==> src/rtl/smoothstep_fade_envelope_assert.svh <==
// Assertion macros for the fade envelope block
`ifndef SMOOTHSTEP_FADE_ENVELOPE_ASSERT_SVH
`define SMOOTHSTEP_FADE_ENVELOPE_ASSERT_SVH

// same-cycle implication, checked out of reset
`define SFE_ASSERT_IMP(label, ante, cons) \
	label: assert property (@(posedge clk) disable iff (!arst_n) (ante) |-> (cons)) \
		else $error("fade envelope check failed");

// next-cycle implication, checked out of reset
`define SFE_ASSERT_NEXT(label, ante, cons) \
	label: assert property (@(posedge clk) disable iff (!arst_n) (ante) |=> (cons)) \
		else $error("fade envelope check failed");

`endif

==> src/rtl/sfe_pkg.sv <==
// Command and fade state codes for the fade envelope block
package sfe_pkg;

	typedef logic [1:0] func_t;
	typedef logic [1:0] fade_state_t;

	localparam func_t FUNC_TICK   = 2'd0;
	localparam func_t FUNC_IN     = 2'd1;
	localparam func_t FUNC_OUT    = 2'd2;
	localparam func_t FUNC_XFADE  = 2'd3;

	localparam fade_state_t FS_IDLE = 2'd0;
	localparam fade_state_t FS_IN   = 2'd1;
	localparam fade_state_t FS_OUT  = 2'd2;

endpackage

==> src/rtl/smoothstep_fade_envelope.sv <==
// Fade envelope generator: bit-serial ramp divider, shared serial multiplier for smoothstep
//
// One word in gives one word out. Fade in, fade out and cross-fade commands, and a tick
// while idle, go from acceptance straight to the done state, where the result is loaded
// into the output register once that register is free. A tick while fading passes through
// a prep state, then the divider and, with smoothstep easing, the multiplier, then a finish
// state and the done state. The restoring divider retires one quotient bit a cycle, and the
// shift-add multiplier, used twice for t*t and a*(3-2t) with smoothstep easing, takes
// one multiplier bit a cycle. A tick that reaches the end of the ramp skips both units. One
// word is worked on at a time; the next is taken while the previous result waits in the
// output register. progress is unsigned with FRACTION_BITS fraction bits, 1.0 = fully on.
`include "smoothstep_fade_envelope_assert.svh"

module smoothstep_fade_envelope
	import sfe_pkg::*;
#(
	parameter int TIME_BITS     = 24,
	parameter int FRACTION_BITS = 16
) (
	input  logic                     clk,
	input  logic                     arst_n,
	input  logic                     cfg_we,
	input  logic                     cfg_wdata,
	input  logic                     in_valid,
	output logic                     in_ready,
	input  logic [1:0]               func,
	input  logic [TIME_BITS-1:0]     amount,
	output logic                     out_valid,
	input  logic                     out_ready,
	output logic [FRACTION_BITS:0]   progress,
	output logic [1:0]               fade_state,
	output logic                     pending_source,
	output logic                     swapped
);

	localparam int ONE_W = FRACTION_BITS + 1;
	localparam int MPR_W = FRACTION_BITS + 2;
	localparam int ACC_W = 2 * FRACTION_BITS + 2;
	localparam int CNT_W = $clog2(MPR_W + 1);
	localparam logic [ONE_W-1:0]     ONE  = {1'b1, {FRACTION_BITS{1'b0}}};
	localparam logic [TIME_BITS-1:0] TMAX = {TIME_BITS{1'b1}};
	localparam logic [MPR_W-1:0]     THREE_ONE = {2'b11, {FRACTION_BITS{1'b0}}};

	localparam logic [2:0] S_IDLE = 3'd0;
	localparam logic [2:0] S_PREP = 3'd1;
	localparam logic [2:0] S_DIV  = 3'd2;
	localparam logic [2:0] S_MUL1 = 3'd3;
	localparam logic [2:0] S_MUL2 = 3'd4;
	localparam logic [2:0] S_FIN  = 3'd5;
	localparam logic [2:0] S_DONE = 3'd6;

	logic [2:0]               seq_q;
	logic                     smooth_q;
	fade_state_t              mode_q;
	logic [TIME_BITS-1:0]     elapsed_q;
	logic [TIME_BITS-1:0]     span_q;
	logic [ONE_W-1:0]         weight_q;
	logic                     pending_q;
	logic                     swapped_q;
	logic                     out_valid_q;

	logic [TIME_BITS:0]       rem_q;
	logic [FRACTION_BITS-1:0] quo_q;
	logic [FRACTION_BITS-1:0] mcand_q;
	logic [MPR_W-1:0]         mpr_q;
	logic [ACC_W-1:0]         acc_q;
	logic [CNT_W-1:0]         cnt_q;
	logic [ONE_W-1:0]         s_q;
	logic                     t_full_q;

	logic [ONE_W-1:0]         progress_q;
	fade_state_t              fade_state_q;
	logic                     pending_out_q;
	logic                     swapped_out_q;

	logic                     in_acc;
	logic                     out_load;
	logic [TIME_BITS:0]       sum;
	logic [TIME_BITS:0]       rem_sh;
	logic                     rem_ge;
	logic [TIME_BITS:0]       rem_nxt;
	logic [FRACTION_BITS-1:0] quo_nxt;
	logic [ACC_W-1:0]         acc_nxt;
	logic [ONE_W-1:0]         s_val;

	assign in_ready = (seq_q == S_IDLE);
	assign in_acc   = in_valid && in_ready;
	assign out_load = (seq_q == S_DONE) && (!out_valid_q || out_ready);

	assign sum     = {1'b0, elapsed_q} + {1'b0, amount};
	assign rem_sh  = {rem_q[TIME_BITS-1:0], 1'b0};
	assign rem_ge  = (rem_sh >= {1'b0, span_q});
	assign rem_nxt = rem_ge ? (rem_sh - {1'b0, span_q}) : rem_sh;
	assign quo_nxt = {quo_q[FRACTION_BITS-2:0], rem_ge};

	// MSB-first shift-add
	assign acc_nxt = {acc_q[ACC_W-2:0], 1'b0}
		+ (mpr_q[MPR_W-1] ? {{(ACC_W-FRACTION_BITS){1'b0}}, mcand_q} : {ACC_W{1'b0}});

	always_comb begin
		if (t_full_q) begin
			s_val = ONE;
		end else if (smooth_q) begin
			s_val = s_q;
		end else begin
			s_val = {1'b0, quo_q};
		end
	end

	always_ff @(posedge clk or negedge arst_n) begin
		if (!arst_n) begin
			seq_q       <= S_IDLE;
			smooth_q    <= 1'b1;
			mode_q      <= FS_IDLE;
			elapsed_q   <= '0;
			span_q      <= '0;
			weight_q    <= '0;
			pending_q   <= 1'b0;
			swapped_q   <= 1'b0;
			out_valid_q <= 1'b0;
		end else begin
			if (cfg_we) begin
				smooth_q <= cfg_wdata;
			end
			if (out_load) begin
				out_valid_q <= 1'b1;
			end else if (out_ready) begin
				out_valid_q <= 1'b0;
			end
			case (seq_q)
				S_IDLE: begin
					if (in_acc) begin
						swapped_q <= 1'b0;
						seq_q     <= S_DONE;
						case (func)
							FUNC_IN: begin
								mode_q    <= FS_IN;
								span_q    <= amount;
								elapsed_q <= '0;
								weight_q  <= '0;
							end
							FUNC_OUT: begin
								mode_q    <= FS_OUT;
								span_q    <= amount;
								elapsed_q <= '0;
								weight_q  <= ONE;
							end
							FUNC_XFADE: begin
								pending_q <= 1'b1;
								mode_q    <= FS_OUT;
								span_q    <= amount;
								elapsed_q <= '0;
							end
							default: begin
								if (mode_q == FS_IN || mode_q == FS_OUT) begin
									elapsed_q <= sum[TIME_BITS] ? TMAX : sum[TIME_BITS-1:0];
									seq_q     <= S_PREP;
								end
							end
						endcase
					end
				end
				S_PREP: begin
					seq_q <= (elapsed_q >= span_q) ? S_FIN : S_DIV;
				end
				S_DIV: begin
					if (cnt_q == CNT_W'(FRACTION_BITS - 1)) begin
						seq_q <= smooth_q ? S_MUL1 : S_FIN;
					end
				end
				S_MUL1: begin
					if (cnt_q == CNT_W'(MPR_W - 1)) begin
						seq_q <= S_MUL2;
					end
				end
				S_MUL2: begin
					if (cnt_q == CNT_W'(MPR_W - 1)) begin
						seq_q <= S_FIN;
					end
				end
				S_FIN: begin
					seq_q <= S_DONE;
					if (mode_q == FS_IN) begin
						weight_q <= s_val;
						if (t_full_q) begin
							mode_q <= FS_IDLE;
						end
					end else if (t_full_q) begin
						if (pending_q) begin
							pending_q <= 1'b0;
							weight_q  <= ONE;
							mode_q    <= FS_IN;
							elapsed_q <= '0;
							swapped_q <= 1'b1;
						end else begin
							weight_q <= '0;
							mode_q   <= FS_IDLE;
						end
					end else begin
						weight_q <= ONE - s_val;
					end
				end
				S_DONE: begin
					if (out_load) begin
						seq_q <= S_IDLE;
					end
				end
				default: begin
					seq_q <= S_IDLE;
				end
			endcase
		end
	end

	// datapath registers, loaded before use
	always_ff @(posedge clk) begin
		if (out_load) begin
			progress_q    <= weight_q;
			fade_state_q  <= mode_q;
			pending_out_q <= pending_q;
			swapped_out_q <= swapped_q;
		end
		case (seq_q)
			S_PREP: begin
				t_full_q <= (elapsed_q >= span_q);
				rem_q    <= {1'b0, elapsed_q};
				quo_q    <= '0;
				cnt_q    <= '0;
			end
			S_DIV: begin
				rem_q <= rem_nxt;
				quo_q <= quo_nxt;
				cnt_q <= cnt_q + 1'b1;
				if (cnt_q == CNT_W'(FRACTION_BITS - 1)) begin
					mcand_q <= quo_nxt;
					mpr_q   <= {2'b00, quo_nxt};
					acc_q   <= '0;
					cnt_q   <= '0;
				end
			end
			S_MUL1: begin
				acc_q <= acc_nxt;
				mpr_q <= {mpr_q[MPR_W-2:0], 1'b0};
				cnt_q <= cnt_q + 1'b1;
				if (cnt_q == CNT_W'(MPR_W - 1)) begin
					// a = t*t >> F, then multiply by 3 - 2t
					mcand_q <= acc_nxt[FRACTION_BITS +: FRACTION_BITS];
					mpr_q   <= THREE_ONE - {1'b0, quo_q, 1'b0};
					acc_q   <= '0;
					cnt_q   <= '0;
				end
			end
			S_MUL2: begin
				acc_q <= acc_nxt;
				mpr_q <= {mpr_q[MPR_W-2:0], 1'b0};
				cnt_q <= cnt_q + 1'b1;
				if (cnt_q == CNT_W'(MPR_W - 1)) begin
					s_q <= acc_nxt[FRACTION_BITS +: ONE_W];
				end
			end
			default: begin
			end
		endcase
	end

	assign out_valid      = out_valid_q;
	assign progress       = progress_q;
	assign fade_state     = fade_state_q;
	assign pending_source = pending_out_q;
	assign swapped        = swapped_out_q;

	`SFE_ASSERT_NEXT(a_busy_after_accept, in_acc, seq_q != S_IDLE)
	`SFE_ASSERT_IMP(a_weight_in_range, 1'b1, weight_q <= ONE)
	`SFE_ASSERT_IMP(a_div_rem_below_span, seq_q == S_DIV, rem_q < {1'b0, span_q})
	`SFE_ASSERT_IMP(a_swap_starts_fade_in, out_valid_q && swapped_out_q, fade_state_q == FS_IN && !pending_out_q)

endmodule
==> config.mk <==
export PLATFORM = sky130hd
export DESIGN_NAME = smoothstep_fade_envelope
export DESIGN_NICKNAME = d
export VERILOG_FILES = /design/src/rtl/sfe_pkg.sv /design/src/rtl/smoothstep_fade_envelope.sv
export VERILOG_INCLUDE_DIRS = /design/src /design/src/rtl
export SDC_FILE = /design/constraint.sdc
export NUM_CORES = 1
export LEC_CHECK = 0
export BUFFER_PORTS_ARGS = -buffer_cell sky130_fd_sc_hd__buf_2
export CAP_MARGIN = 20
export CORE_ASPECT_RATIO = 0.5
export CORE_MARGIN = 2
export CORE_UTILIZATION = 48
export DETAILED_ROUTE_END_ITERATION = 10
export PLACE_DENSITY = 0.67
export SYNTH_ARGS = -nofsm -noshare
export SYNTH_HDL_FRONTEND = slang
export SYNTH_SLANG_ARGS = --single-unit
==> constraint.sdc <==
create_clock -name clk -period 4.21 [get_ports clk]
set_input_delay 1.0525 -clock clk [delete_from_list [all_inputs] [get_ports clk]]
set_output_delay 1.0525 -clock clk [all_outputs]
set_load 0.02 [all_outputs]
# Yosys cells after proc, flatten, opt, wreduce, memory -nomap -nowiden
# Cells that the tools add are included.
# W data, S select, Z words.
# totals
inputBits,32
register_bits,224
output_inout_bits,23
# classes
n_addsub,6
eq_ne,25
n_lt_le_gt_ge,2
reduce_logical,24
muxes,61
# op_table
cell,count
$mux W24,8
$mux W17,6
$pmux W24 S2,2
$pmux W32 S3,1
$pmux W17 S2,2
$mux W32,2
$pmux W16 S2,2
$pmux W18 S3,1
$mux W16,3
$mux W18,2
$add A33 B16 Y33,1
$mux W3,9
$add A24 B24 Y25,1
$ge A25 B24 Y1,1
$ge A24 B24 Y1,1
$sub A24 B24 Y24,1
$pmux W3 S7,1
$pmux W5 S4,1
$sub A18 B17 Y18 const A,1
$sub A17 B17 Y17 const A,1
$reduce_and A5 Y1,3
$ne A2 B2 Y1 const B,7
$mux W1,11
$mux W5,2
27 further kinds,48

# Depth between registers and ports, before layout
# logic_depth
ltp_word,6
mapped_depth,14

# Worst setup path before layout
# Ideal clock, no wire load.
# synth_timing
path_type,reg-to-reg
from,register seq_q[2]
to,register acc_q[0] (enable)
setup_time_ns,0.474
path_stages_with_launch,7
n_path_buf,3
arrival_ns,3.629
required_time_ns,3.736
slack_ns,0.106
synth_period_minus_slack_ns,4.104
path_cell_list,dfrtp_1 -> clkbuf_1 -> nor2b_1 -> nand2b_1 -> clkbuf_1 -> clkbuf_1 -> a21oi_1
# synth_between
elab_chain_cells,3
word_cells_on_any_way,6
cone_classes,eq/ne: 4; reduce/logical: 2
# synth_rtl
element,line_no,source
"start, declared",smoothstep_fade_envelope.sv:52,logic [2:0] seq_q;
"start signal, assigned",smoothstep_fade_envelope.sv:164,seq_q <= (elapsed_q >= span_q) ? S_FIN : S_DIV;
"start signal, assigned",smoothstep_fade_envelope.sv:168,seq_q <= smooth_q ? S_MUL1 : S_FIN;
$eq A3 B2 Y1 or $eq A3 B3 Y1 (tied branches),smoothstep_fade_envelope.sv:223,case (seq_q)
$ne A2 B2 Y1 (no source line) or $reduce_bool A3 Y1 (tied branches),-,
$reduce_and A2 Y1 (no source line) (*),-,
"end signal, assigned",smoothstep_fade_envelope.sv:242,acc_q <= acc_nxt;
"end signal, assigned",smoothstep_fade_envelope.sv:254,acc_q <= acc_nxt;
"end, declared",smoothstep_fade_envelope.sv:66,logic [ACC_W-1:0] acc_q;
# Every way passes the cells marked *; elsewhere a longest branch is shown, timed or not.
# A chain may end at the register's enable or synchronous reset.

# Worst setup path in the final report
# layout_timing
from,register mpr_q[17]
to,"register mcand_q[14], data pin"
# layout_between
elab_chain_cells,4
# layout_rtl
element,line_no,source
"start, declared",smoothstep_fade_envelope.sv:65,logic [MPR_W-1:0] mpr_q;
"start signal, assigned",smoothstep_fade_envelope.sv:236,"mpr_q <= {2'b00, quo_nxt};"
"start signal, assigned",smoothstep_fade_envelope.sv:243,"mpr_q <= {mpr_q[MPR_W-2:0], 1'b0};"
"start signal, assigned",smoothstep_fade_envelope.sv:248,"mpr_q <= THREE_ONE - {1'b0, quo_q, 1'b0};"
$mux W16,smoothstep_fade_envelope.sv:98,"+ (mpr_q[MPR_W-1] ? {{(ACC_W-FRACTION_BITS){1'b0}}, mcand_q} : {ACC_W{1'b0}});"
$add A33 B16 Y33,smoothstep_fade_envelope.sv:98,
$mux W16,smoothstep_fade_envelope.sv:245,if (cnt_q == CNT_W'(MPR_W - 1)) begin
$pmux W16 S2,smoothstep_fade_envelope.sv:223,
"end signal, assigned",smoothstep_fade_envelope.sv:235,mcand_q <= quo_nxt;
"end signal, assigned",smoothstep_fade_envelope.sv:247,mcand_q <= acc_nxt[FRACTION_BITS +: FRACTION_BITS];
"end, declared",smoothstep_fade_envelope.sv:64,logic [FRACTION_BITS-1:0] mcand_q;
# Every way passes these cells. The select of a mux whose other input is x is not followed.

==> reports/results.tsv <==
metric	value	unit
Reg area	6360	um2
grt met2 use	0.362	
Die Y	123	um
Inserted Clock Buffers	22	
Worst-Skew Late Latency	520	ps
vias after detailed routing	10500	
f_max	0.275	GHz
Final Hold Vio Count	0	
Die X	243	um
Final HPWL DP	22700	um
Worst Hold Class	flop to flop	
DRC	0	
global-route met3 utilization	0.0326	
die area	29900	um2
Root Driver	clkbuf_16	
cell row count	43	
TritonRoute pass-1 iters	6	
Buffers on Ports	54	
type of destination of the critical path	flop	
crit-path max FO	16	
TritonCTS clock tree	yes	
# IOs	55	
WL/cell	17.3	um
Cell Area, Synth	13700	um2
Initial Utilization	0.490	
met1 Usage GRT	0.295	
xor-xnor portion of the synthesized cell area	0.0513	
vias per inst	5.71	
post-CTS setup buffer count	0	
Area Overhead vs Synth	10.6	%
synthesized netlist cell count	1406	
GPL Wtd Cong	0.943	
area of the multi-input gates	6890	um2
Tcrit/Tclk final	0.863	
worst-margin pin slew	1100	ps
predominant post-synthesis flop cell	edfxtp_1	
Leakage Power	6.43	nW
fin util	0.543	
slew margin rel.	0.264	
Layout Skew	12.4	ps
Iter 0 DRT Violations	722	
Total Routing Usage GR	0.214	
post-CTS sizing	0	
Compound-Gate Fraction of Synth Area	0.176	
most frequent cells in the layout	nand2_1, edfxtp_1, o21ai_0, nor2_1, ha_1	
share of layout cells above drive strength 1	0.0869	
Netlist cell types	69	
asr flop ratio synth	0.330	
largest net degree at the start of global routing	75	
Post-synth EDFFs	150	
Synthesis Warnings	0	
multiplexer area fraction after synthesis	0.0213	
post-layout min period	3630	ps
syn_area_per_cell	9.72	um2
crit path DAT	3870	ps
worst vdd ir	0.000331	V
pwr dens	853	nW/um2
Reg2Reg Setup Slack	580	ps
Ant. Diodes	0	
simple-gate share of the synthesized area	0.162	
hold_buf cts	0	
Crit Path Class	flop to flop	
fillers	2509	
Worst Path Required	4450	ps
Final Setup Violations	0	
CTS sink count	224	
maxcap violations	0	
vias in the first global route	10300	
Syn Nets	1535	
Congestion Overflow GR	0	
gr busiest metal	met2	
ANT nets after route	0	
crit start category	flop	
initial antenna violation count	0	
CTS max path bufs	3	
Total Negative Setup Slacks	0	ps
DP Worst Slack	132	ps
htree depth	1	
status	completed	
first-pass GRT wire length	52000	um
unrepaired setup endpoints after global routing	false	
final slew viol count	0	
post-synthesis sequential area ratio	0.465	
fin nets	1575	
Synth Register Bits	224	
core area	27900	um2
drt total wl	31900	um
commonest non-fill, non-tap cell in the layout	nand2_1	
largest family of logic cells by synthesized area	compound AO/OA/AOI/OAI gates	
Post-Synth Adder-Cell Area	0.0905	
Final Worst Setup Slack	576	ps
Reg clk slew, reported paths	60	ps
[cells in the mapped netlist (11+ instances only)]
library cell  instances  area, um2
clkbuf_1             47        176
nand2_1             152        571
and3_1               11       68.8
inv_1                67        251
xnor2_1              52        455
xor2_1               28        245
nor2b_1              17        106
a211oi_1             12       90.1
nor2_1              141        529
a22o_1               14        123
a21o_1               44        330
and2_1               33        206
a31oi_1              11       68.8
dfrtp_1              73       1830
ha_1                 94       1180
edfxtp_1            150       4500
o21ai_0             143        716
nor3_1               36        180
a21oi_1              80        400
o21a_1               12       90.1
mux2i_1              28        280
nand2b_1             12       75.1
nand3_1              19       95.1
[sequential cells by signal (all words and copies together), names as in the netlist]
register and flops:
acc_q 32, elapsed_q 24, rem_q 24, span_q 24, mpr_q 18, progress 17, s_q 17, weight_q 17
mcand_q 16, quo_q 16, cnt_q 5, seq_q 3, fade_state 2, mode_q 2, out_valid 1, pending_q 1
pending_source 1, smooth_q 1, swapped 1, swapped_q 1, t_full_q 1
[worst paths after layout]
check | startpoint | endpoint | depth (start not counted)
max | mpr_q[17]$_DFFE_PP_ | mcand_q[14]$_DFFE_PP_ | 13
min | weight_q[8]$_DFFE_PN0P_ | progress[8]$_DFFE_PP_ | 0
max reg2reg | mpr_q[17]$_DFFE_PP_ | mcand_q[14]$_DFFE_PP_ | 13
min reg2reg | weight_q[8]$_DFFE_PN0P_ | progress[8]$_DFFE_PP_ | 0
max in group asynchronous | arst_n | weight_q[11]$_DFFE_PN0P_ | 1
min in group asynchronous | arst_n | elapsed_q[23]$_DFFE_PN0P_ | 1
[power by group]
group          internal, W  switching, W  total (W)  leakage, nW
clock network      0.00118      0.000868    0.00205        0.352
logic              0.00264       0.00393    0.00657         3.69
registers          0.00363      0.000654    0.00428         2.39
[routing by layer]
metal / vias up / wire (um) / part of all wire
met5: - / 0 / 0
met4: 0 / 541 / 0.017
met1: 5062 / 15000 / 0.47
li1: 5154 / - / -
met2: 264 / 14700 / 0.46
met3: 41 / 1610 / 0.051
[stage by stage]
step / std cells / hold slack, ps / power [W] / cell area, um2
floorplan: 1406 / 425 / 0.00910 / 13700
global placement: 1803 / 444 / 0.0105 / 14400
detailed placement: 1804 / 442 / 0.0108 / 14400
CTS: 1844 / 456 / 0.0129 / 15100
global route: 1844 / 463 / 0.0139 / 15100
finish: 1844 / 457 / 0.0129 / 15100
[layout make-up]
cell class,instances,area share
Multi-Input combinational cell,1061,0.456
Sequential cell,224,0.420
Clock buffer,24,0.0383
Tap cell,382,0.0316
Timing Repair Buffer,70,0.0268
Inverter,67,0.0166
Clock inverter,16,0.0103
[critical path, cell delays in order, from the launching register on]
cell and delay, ps:
edfxtp_1 650, nand2_1 190, inv_1 100, ha_1 240, a211oi_1 330, o21ai_0 160
a31oi_1 350, o41a_1 280, o2111ai_1 150, a21oi_1 160, buf_4 190, nand3b_1 130
xor2_1 250, o21ai_0 170
[kinds of logic after synthesis]
family / after synthesis
DFF: 224
and+or+nand+nor: 471
adders and majority gates: 97
AOI/OAI and AO/OA: 384
muxes: 29
buffers and inverters: 121
xor gates and xnor gates: 80
(Power assumes the default switching activity.)
